`config.mk`:
```
export PLATFORM = sky130hd
export DESIGN_NAME = lpcc_queue
export DESIGN_NICKNAME = d
export VERILOG_FILES = /design/src/rtl/lpcc_pkg.sv /design/src/rtl/lpcc_queue.sv
export SDC_FILE = /design/constraint.sdc
export NUM_CORES = 1
export LEC_CHECK = 0
export ABC_AREA = 1
export BUFFER_PORTS_ARGS = -buffer_cell sky130_fd_sc_hd__buf_2
export CELL_PAD_IN_SITES_DETAIL_PLACEMENT = 0
export CELL_PAD_IN_SITES_GLOBAL_PLACEMENT = 1
export CORE_MARGIN = 2
export CORE_UTILIZATION = 47
export DETAILED_ROUTE_END_ITERATION = 16
export PLACE_DENSITY = 0.85
export SLEW_MARGIN = 20
export SYNTH_ARGS = -nofsm -noshare
export SYNTH_HDL_FRONTEND = slang
export SYNTH_SLANG_ARGS = --single-unit
```
`constraint.sdc`:
```
create_clock -name clk -period 4.2 [get_ports clk]
set_clock_uncertainty 0.2 [all_clocks]
set_input_delay 0.21 -clock clk [delete_from_list [all_inputs] [get_ports clk]]
set_output_delay 0.21 -clock clk [all_outputs]
set_load 0.005 [all_outputs]
```
`src/rtl/lpcc_pkg.sv`:
```
// ----------------------------------------------------------------------------
// lpcc_pkg: shared types and constants of the lidar point colorizer
// Frame geometry, field widths, register indexes and the item records that
// travel between the projection front end, the queue and the frame store.
// ----------------------------------------------------------------------------
`default_nettype none
package lpcc_pkg;

	localparam int IMAGE_WIDTH  = 1920;
	localparam int IMAGE_HEIGHT = 1080;
	localparam int MAX_DIM      = (IMAGE_WIDTH > IMAGE_HEIGHT) ? IMAGE_WIDTH : IMAGE_HEIGHT;
	// Quotient bits produced by the dividers; a quotient at or above 2**Q_W is off frame.
	localparam int Q_W          = $clog2(MAX_DIM);
	localparam int PIX_N        = IMAGE_WIDTH * IMAGE_HEIGHT;
	localparam int ADDR_W       = $clog2(PIX_N);

	localparam int ROW_W   = 11;
	localparam int COL_W   = 11;
	localparam int COLOR_W = 24;
	localparam int COORD_W = 24;
	localparam int COEF_W  = 32;
	localparam int FRAC_W  = 10;
	localparam int PROD_W  = COEF_W + COORD_W;
	localparam int SUM_W   = PROD_W + 2;
	localparam int REM_W   = SUM_W + Q_W;
	localparam int REG_W   = 64;
	localparam int NUM_REGS = 6;
	localparam int CFG_IDX_W = 3;

	localparam logic [CFG_IDX_W-1:0] REG_R0_C01 = 3'd0;
	localparam logic [CFG_IDX_W-1:0] REG_R0_C23 = 3'd1;
	localparam logic [CFG_IDX_W-1:0] REG_R1_C01 = 3'd2;
	localparam logic [CFG_IDX_W-1:0] REG_R1_C23 = 3'd3;
	localparam logic [CFG_IDX_W-1:0] REG_R2_C01 = 3'd4;
	localparam logic [CFG_IDX_W-1:0] REG_R2_C23 = 3'd5;

	localparam int Q_DEPTH = 4;
	localparam int QPTR_W  = $clog2(Q_DEPTH);
	localparam int QCNT_W  = $clog2(Q_DEPTH + 1);

	typedef enum logic {
		CMD_PIXEL = 1'b0,
		CMD_POINT = 1'b1
	} cmd_t;

	// Color is {red, green, blue} with blue in the low byte.
	typedef struct packed {
		cmd_t                       cmd;
		logic [ROW_W-1:0]           row;
		logic [COL_W-1:0]           col;
		logic [COLOR_W-1:0]         color;
		logic signed [COORD_W-1:0]  x;
		logic signed [COORD_W-1:0]  y;
		logic signed [COORD_W-1:0]  z;
	} req_t;

	typedef struct packed {
		cmd_t                       cmd;
		logic [ADDR_W-1:0]          addr;
		logic [COLOR_W-1:0]         color;
		logic signed [COORD_W-1:0]  x;
		logic signed [COORD_W-1:0]  y;
		logic signed [COORD_W-1:0]  z;
	} item_t;

endpackage
`default_nettype wire

```
`src/rtl/lpcc_queue.sv`:
```
// ----------------------------------------------------------------------------
// lpcc_queue: short item queue between front end and frame store
// A four-entry first-in first-out buffer with a fill count.
// ----------------------------------------------------------------------------
`default_nettype none
module lpcc_queue (
	input  wire                  clk,
	input  wire                  arst_n,
	input  wire                  push,
	input  lpcc_pkg::item_t      push_item,
	output logic                 full,
	input  wire                  pop,
	output logic                 empty,
	output lpcc_pkg::item_t      head
);

	lpcc_pkg::item_t                buf_q [lpcc_pkg::Q_DEPTH];
	logic [lpcc_pkg::QPTR_W-1:0]    wr_q, rd_q;
	logic [lpcc_pkg::QCNT_W-1:0]    cnt_q;

	assign full  = (cnt_q == lpcc_pkg::QCNT_W'(lpcc_pkg::Q_DEPTH));
	assign empty = (cnt_q == '0);
	assign head  = buf_q[rd_q];

	always_ff @(posedge clk) begin
		if (push) buf_q[wr_q] <= push_item;
	end

	always_ff @(posedge clk or negedge arst_n) begin
		if (!arst_n) begin
			wr_q  <= '0;
			rd_q  <= '0;
			cnt_q <= '0;
		end else begin
			if (push) wr_q <= wr_q + 1'b1;
			if (pop) rd_q <= rd_q + 1'b1;
			if (push && !pop) cnt_q <= cnt_q + 1'b1;
			else if (pop && !push) cnt_q <= cnt_q - 1'b1;
		end
	end

endmodule
`default_nettype wire

```
==> results of run 1 <==
[critical path: stages, from the launching register on]
cell      delay [ns]
dfrtp_4         0.76
inv_4           0.25
buf_4           0.54
o211ai_1        0.19
nand2_1         0.15
buf_2           0.14
[area by class of cell]
class | instances | area, sq um
inverter | 248 | 943
antenna | 1 | 2.50
timing repair buffer | 386 | 2730
sequential | 479 | 14400
clock buffer | 57 | 1260
clock inverter | 30 | 272
multi-input combinational | 618 | 3290
fill | 3186 | 17200
tap | 532 | 666
[power by group]
part           internal, uW  switching, uW  total, uW
Sequential             6250            375       6630
Clock                  2440           1700       4130
Combinational          1810           3040       4860
Total                 10500           5110      15600
[cell usage in the layout, fill, tap and decap left out, drive strengths merged, types with 2 or more instances in the layout]
master and n:
inv 249, bufinv 5, clkbuf 57, clkinv 23, nor3 2, buf 264, o211ai 236, dlygate4sd3 122
nand2 367, xor2 3, dfrtp 7, ha 5, edfxtp 472
[worst paths after layout]
path / to / from / cells past startpoint
worst max-delay path: head[100] / rd_q[1] / 5
worst min-delay path: buf_q[2][5] / push_item[5] / 2
worst max register to register: buf_q[0][44] / wr_q[0] / 5
worst min register to register: cnt_q[2] / cnt_q[2] / 2
max in group asynchronous: rd_q[0] / arst_n / 3
min in group asynchronous: rd_q[1] / arst_n / 3
[flip-flops by register name, indices dropped and copies added, names as in the netlist]
signal	cells
rd_q	2
buf_q	472
wr_q	2
cnt_q	3
[through the flow]
stage / hold slack, ns / setup WS [ns] / utilization / cells
finish: 0.192 / 1.15 / 0.577 / 2351
global route: 0.180 / 1.00 / 0.577 / 2351
CTS: 0.154 / 1.05 / 0.577 / 2349
detailed placement: -0.148 / 1.68 / 0.509 / 2140
global placement: -0.147 / 1.73 / 0.509 / 2140
floorplan: -0.286 / 0.572 / - / 1425
[layer usage]
layer	wire [um]	share of wire
met1	16800	0.43
met2	19200	0.49
met3	2000	0.051
met4	881	0.023
met5	0	0
[logic make-up (layout without fill, tap and decap cells)]
family	after synthesis	count (layout)
flops	479	479
simple gates	371	371
other cells	0	1
buf+inv	328	721
fa+ha+maj	6	6
compound gates	237	237
xor+xnor	4	4
==> impl_metrics.env, run 1 <==
export IMPL_crit_type="flop to output pin"
export IMPL_hold_viol=0
export IMPL_met1_usage=0.233
export IMPL_synth_top_area_frac=0.734
export IMPL_fin_crit_ns=3.05
export IMPL_synth_xor_area_share=0.00181
export IMPL_start_util=0.474
export IMPL_die_area_sq_mm=0.0427
export IMPL_power_density_mw_per_mm2=664
export IMPL_slew_headroom=0.401
export IMPL_cap_viol_max_count=0
export IMPL_drive_gt1_frac=0.186
export IMPL_vias=11539
export IMPL_timing_fmax_mhz=328
export IMPL_grt_pass1_vias=11359
export IMPL_ys_seq_area_frac=0.743
export IMPL_async_reset_ff_frac=0.0146
export IMPL_total_power_uw=15600
export IMPL_holdBufCountCts=122
export IMPL_drtIter0Drc=566
export IMPL_worstPathArrival_ns=2.64
export IMPL_area_growth_pct=21.8
export IMPL_netlist_area_sq_mm=0.0193
export IMPL_ios=242
export IMPL_dpl_instance_area_sq_mm=0.0207
export IMPL_synth_edf_count=472
export IMPL_synth_top_family_by_area="compound AO/OA/AOI/OAI gates"
export IMPL_syn_inst=1425
export IMPL_clkSlewWorstSetupHoldPaths_ns=0.06
export IMPL_setup_violations=0
export IMPL_cts_resized_gates=0
export IMPL_synth_simple_gate_area_share=0.0724
export IMPL_portBuffers=241
export IMPL_use_met3=0.0334
export IMPL_grt_ovfl_total=0
export IMPL_synth_seq_cells=479
export IMPL_dieHeight_um=207
export IMPL_hp_class="input pin to flop"
export IMPL_stdcell_area_sq_mm=0.0235
export IMPL_nNetsFinal=1909
export IMPL_drv_slew=0
export IMPL_synth_top_cells_by_count="472 x edfxtp_1, 367 x nand2_1, 248 x inv_1, 236 x o211ai_1, 50 x buf_6"
export IMPL_clkLatencyLatePin_ns=0.56
export IMPL_postRouteAntennaNets=0
export IMPL_dr_pass1_iters=5
export IMPL_post_cts_setup_buffer_count=0
export IMPL_ir_drop_v=0.000680
export IMPL_grt_use_met2=0.312
export IMPL_synthFlopType="edfxtp_1"
export IMPL_drc=0
export IMPL_grt_usage=0.181
export IMPL_grt_pass1_wl_um=59700
export IMPL_hpwlAfterDp_um=21600
export IMPL_die_width_um=207
export IMPL_tightestPinTransition_ns=0.899
export IMPL_synth_area_leaders="edfxtp_1 73%, o211ai_1 9.2%, nand2_1 7.1%"
export IMPL_clk_path_buf_depth=3
export IMPL_root_buffer="clkbuf_16"
export IMPL_synth_warnings=0
export IMPL_rrSetupSlack_ns=1.87
export IMPL_synth_distinct_cells=18
export IMPL_fin_tns_setup_ns=0
export IMPL_status="complete, no violations"
export IMPL_synth_adder_area_share=0.00428
export IMPL_synth_avg_cell_area_sq_um=13.6
export IMPL_period_share=0.726
export IMPL_cts_buffers=48
export IMPL_fp_row_count=74
export IMPL_synth_most_common_cell="edfxtp_1"
export IMPL_synth_compound_area_frac=0.0920
export IMPL_coreArea_sq_mm=0.0407
export IMPL_syn_nets=1553
export IMPL_drt_total_wl_um=38900
export IMPL_gp_congestion=0.731
export IMPL_p_leak_uw=0.00943
export IMPL_top_usage_layer="met2"
export IMPL_viasPerCell=4.91
export IMPL_clock_sinks=479
export IMPL_antenna_found_initial=1
export IMPL_cts_htree_levels=2
export IMPL_crit_path_end_kind="output pin"
export IMPL_grt_max_degree=97
export IMPL_synthMuxAreaShare=0
export IMPL_synth_top_cell_by_area="edfxtp_1"
export IMPL_crit_path_max_fanout=53
export IMPL_cts_tree="built"
export IMPL_crit_required_ns=3.79
export IMPL_wl_per_cell_um=16.6
export IMPL_rsz0062_at_grt="no"
export IMPL_critPathLaunchType="flop"
Note: power is estimated with default switching activity, not from simulation.
==> run 2: changes to the inputs <==
--- a/config.mk
+++ b/config.mk
@@ -5,12 +5,12 @@
 export SDC_FILE = /design/constraint.sdc
 export NUM_CORES = 1
 export LEC_CHECK = 0
-export ABC_AREA = 1
+export ABC_AREA = 0
 export BUFFER_PORTS_ARGS = -buffer_cell sky130_fd_sc_hd__buf_2
 export CELL_PAD_IN_SITES_DETAIL_PLACEMENT = 0
 export CELL_PAD_IN_SITES_GLOBAL_PLACEMENT = 1
 export CORE_MARGIN = 2
-export CORE_UTILIZATION = 47
+export CORE_UTILIZATION = 50
 export DETAILED_ROUTE_END_ITERATION = 16
 export PLACE_DENSITY = 0.85
 export SLEW_MARGIN = 20
==> constraint.sdc (replaced) <==
create_clock -name clk -period 3.1 [get_ports clk]
set_clock_uncertainty 0.2 [all_clocks]
set_input_delay 0.155 -clock clk [delete_from_list [all_inputs] [get_ports clk]]
set_output_delay 0.155 -clock clk [all_outputs]
set_load 0.005 [all_outputs]
==> run 2 against run 1 <==
Net effect:
- first-iteration DRC count increased by 1.9%
- die area fell by 15%
- largest power group unchanged
- sequential cell count unchanged
- non-clock buffer count down 6
- hold slack worse by 0.037 ns
- cell area down 6.4%
- global-route usage grew 0.46 points
- clock power increased by 32%
- routed wire length shrank 14%
- area after synthesis down 9.8%
==> impl_metrics.env, run 2 <==
export IMPL_worstPathCellList="buf_12 > mux4_2 > buf_2"
export IMPL_portBuffers=241
export IMPL_grt_pass1_wl_um=50700
export IMPL_viasPerCell=5.32
export IMPL_power_density_mw_per_mm2=892
export IMPL_die_width_um=191
export IMPL_crit_type="flop to output pin"
export IMPL_antenna_found_initial=2
export IMPL_final_common_cell="edfxtp_1"
export IMPL_fin_tns_setup_ns=0
export IMPL_crit_required_ns=2.74
export IMPL_drtIter0Drc=577
export IMPL_ys_seq_area_frac=0.824
export IMPL_status="complete, no violations"
export IMPL_clk_path_buf_depth=3
export IMPL_drt_total_wl_um=33500
export IMPL_clkSlewWorstSetupHoldPaths_ns=0.06
export IMPL_wl_per_cell_um=21.6
export IMPL_gp_congestion=0.708
export IMPL_fin_crit_ns=2.76
export IMPL_post_cts_setup_buffer_count=0
export IMPL_dr_wl_met2_um=17400
export IMPL_clock_sinks=479
export IMPL_drc=0
export IMPL_synth_area_leaders="edfxtp_1 81%, mux4_2 15%, dfrtp_1 1.0%"
export IMPL_grt_pass1_vias=9009
export IMPL_coreArea_sq_mm=0.0345
export IMPL_synth_avg_cell_area_sq_um=26.8
export IMPL_cap_viol_max_count=0
export IMPL_root_buffer="clkbuf_16"
export IMPL_grt_usage=0.186
export IMPL_synth_top_cell_by_area="edfxtp_1"
export IMPL_worstPathArrival_ns=2.41
export IMPL_hpwlAfterDp_um=19100
export IMPL_synth_most_common_cell="edfxtp_1"
export IMPL_syn_nets=778
export IMPL_rsz0062_at_grt="no"
export IMPL_drv_slew=0
export IMPL_timing_fmax_mhz=362
export IMPL_p_leak_uw=0.00761
export IMPL_synth_distinct_cells=19
export IMPL_synthFlopType="edfxtp_1"
export IMPL_dieHeight_um=191
export IMPL_tightestPinTransition_ns=0.600
export IMPL_synth_top_area_frac=0.814
export IMPL_critPathLaunchType="flop"
export IMPL_synth_top_cells_by_count="472 x edfxtp_1, 118 x mux4_2, 14 x buf_2, 10 x buf_6, 7 x dfrtp_1"
export IMPL_wl_met1_um=13000
export IMPL_grt_ovfl_total=0
export IMPL_hold_ws_ns=0.155
export IMPL_ir_drop_v=0.000649
export IMPL_grt_max_degree=67
export IMPL_start_util=0.505
export IMPL_cts_resized_gates=0
export IMPL_cts_htree_levels=2
export IMPL_top_layer="met5"
export IMPL_die_area_sq_mm=0.0363
export IMPL_fp_row_count=68
export IMPL_top_regs="buf_q (472), cnt_q (3)"
export IMPL_setup_violations=0
export IMPL_most_common_layout_cells="472 x edfxtp_1, 241 x buf_2, 122 x dlygate4sd3_1"
export IMPL_rrSetupSlack_ns=1.00
export IMPL_nNetsFinal=1180
export IMPL_regMostFlops="buf_q"
export IMPL_crit_path_end_kind="output pin"
export IMPL_cts_tree="built"
export IMPL_crit_path_max_fanout=27
export IMPL_holdBufCountCts=122
export IMPL_synth_seq_cells=479
export IMPL_hold_viol=0
export IMPL_period_share=0.890
export IMPL_drive_gt1_frac=0.415
export IMPL_slew_headroom=0.600
export IMPL_vias=8217
export IMPL_cp_slowest_cell="dfrtp_4"
export IMPL_async_reset_ff_frac=0.0146
export IMPL_ios=242
export IMPL_cts_buffers=46
export IMPL_wl_met3_um=2240
export IMPL_area_growth_pct=26.4
export IMPL_syn_inst=650
export IMPL_slowest_delay_ns=0.77
export IMPL_hp_class="input pin to flop"
export IMPL_clkLatencyLatePin_ns=0.54
export IMPL_synth_edf_count=472
export IMPL_netlist_area_sq_mm=0.0174
export IMPL_synth_warnings=0
export IMPL_postRouteAntennaNets=0
export IMPL_largest_reg_flops=472
export IMPL_dr_pass1_iters=4
[run 2: layout make-up]
| type | count | area, sq um |
|---|---|---|
| diodes | 2 | 5.00 |
| clock buffers | 54 | 1200 |
| clock inverters | 31 | 285 |
| fillers | 2257 | 12400 |
| inverters | 4 | 15.0 |
| multi-input cells | 141 | 2870 |
| flip-flops and latches | 479 | 14400 |
| well taps | 455 | 569 |
| repair buffers | 380 | 2720 |
[run 2: cells by family (layout without fill, tap and decap cells)]
family                     count (synthesis)  after routing  synth area share
DFF                                      479            479             0.824
muxes                                    119            119             0.153
buffers and inverters                     30            469            0.0120
and+or+nand+nor                            9              9           0.00280
adders and majority gates                  6              6           0.00474
xor gates and xnor gates                   6              6           0.00302
AOI/OAI and AO/OA                          1              1          0.000287
other                                      0              2                 0
[run 2: worst paths after layout]
path | cells after the start | startpoint | to
hold reg to reg | 1 | cnt_q[2] | cnt_q[2]
min in group asynchronous | 3 | arst_n | rd_q[0]
max in group asynchronous | 3 | arst_n | rd_q[1]
setup / recovery | 3 | rd_q[0] | head[47]
hold / removal | 2 | push_item[83] | buf_q[2][83]
setup reg to reg | 4 | wr_q[0] | buf_q[2][45]
[run 2: layer usage]
layer / vias up / global-route usage
met4: 2 / 0.0590
met2: 261 / 0.323
met1: 4278 / 0.231
met5: - / 0
li1: 3622 / -
met3: 54 / 0.0469
[run 2: worst max-delay path, delay by kind of cell, from the launching register on]
kind	cells	cell delay, ns
flops	1	0.77
mux	1	0.59
buf+inv	2	0.48
[run 2: per-stage QoR]
step | util | instance area, sq um | power [uW] | cells | worst slack [ns]
CTS | 0.639 | 22000 | 19900 | 1544 | 0.294
global route | 0.639 | 22000 | 20600 | 1546 | 0.196
finish | 0.639 | 22000 | 19600 | 1546 | 0.340
floorplan | - | 17400 | 12100 | 650 | 0.387
detailed placement | 0.560 | 19300 | 14300 | 1337 | 0.890
global placement | 0.560 | 19300 | 14200 | 1337 | 0.881
[run 2: power breakdown]
part	total, uW	leakage [uW]	internal (uW)	switching (uW)
combinational	5240	0.00246	2720	2520
sequential	8940	0.00442	8460	481
clock	5460	0.000732	3200	2260
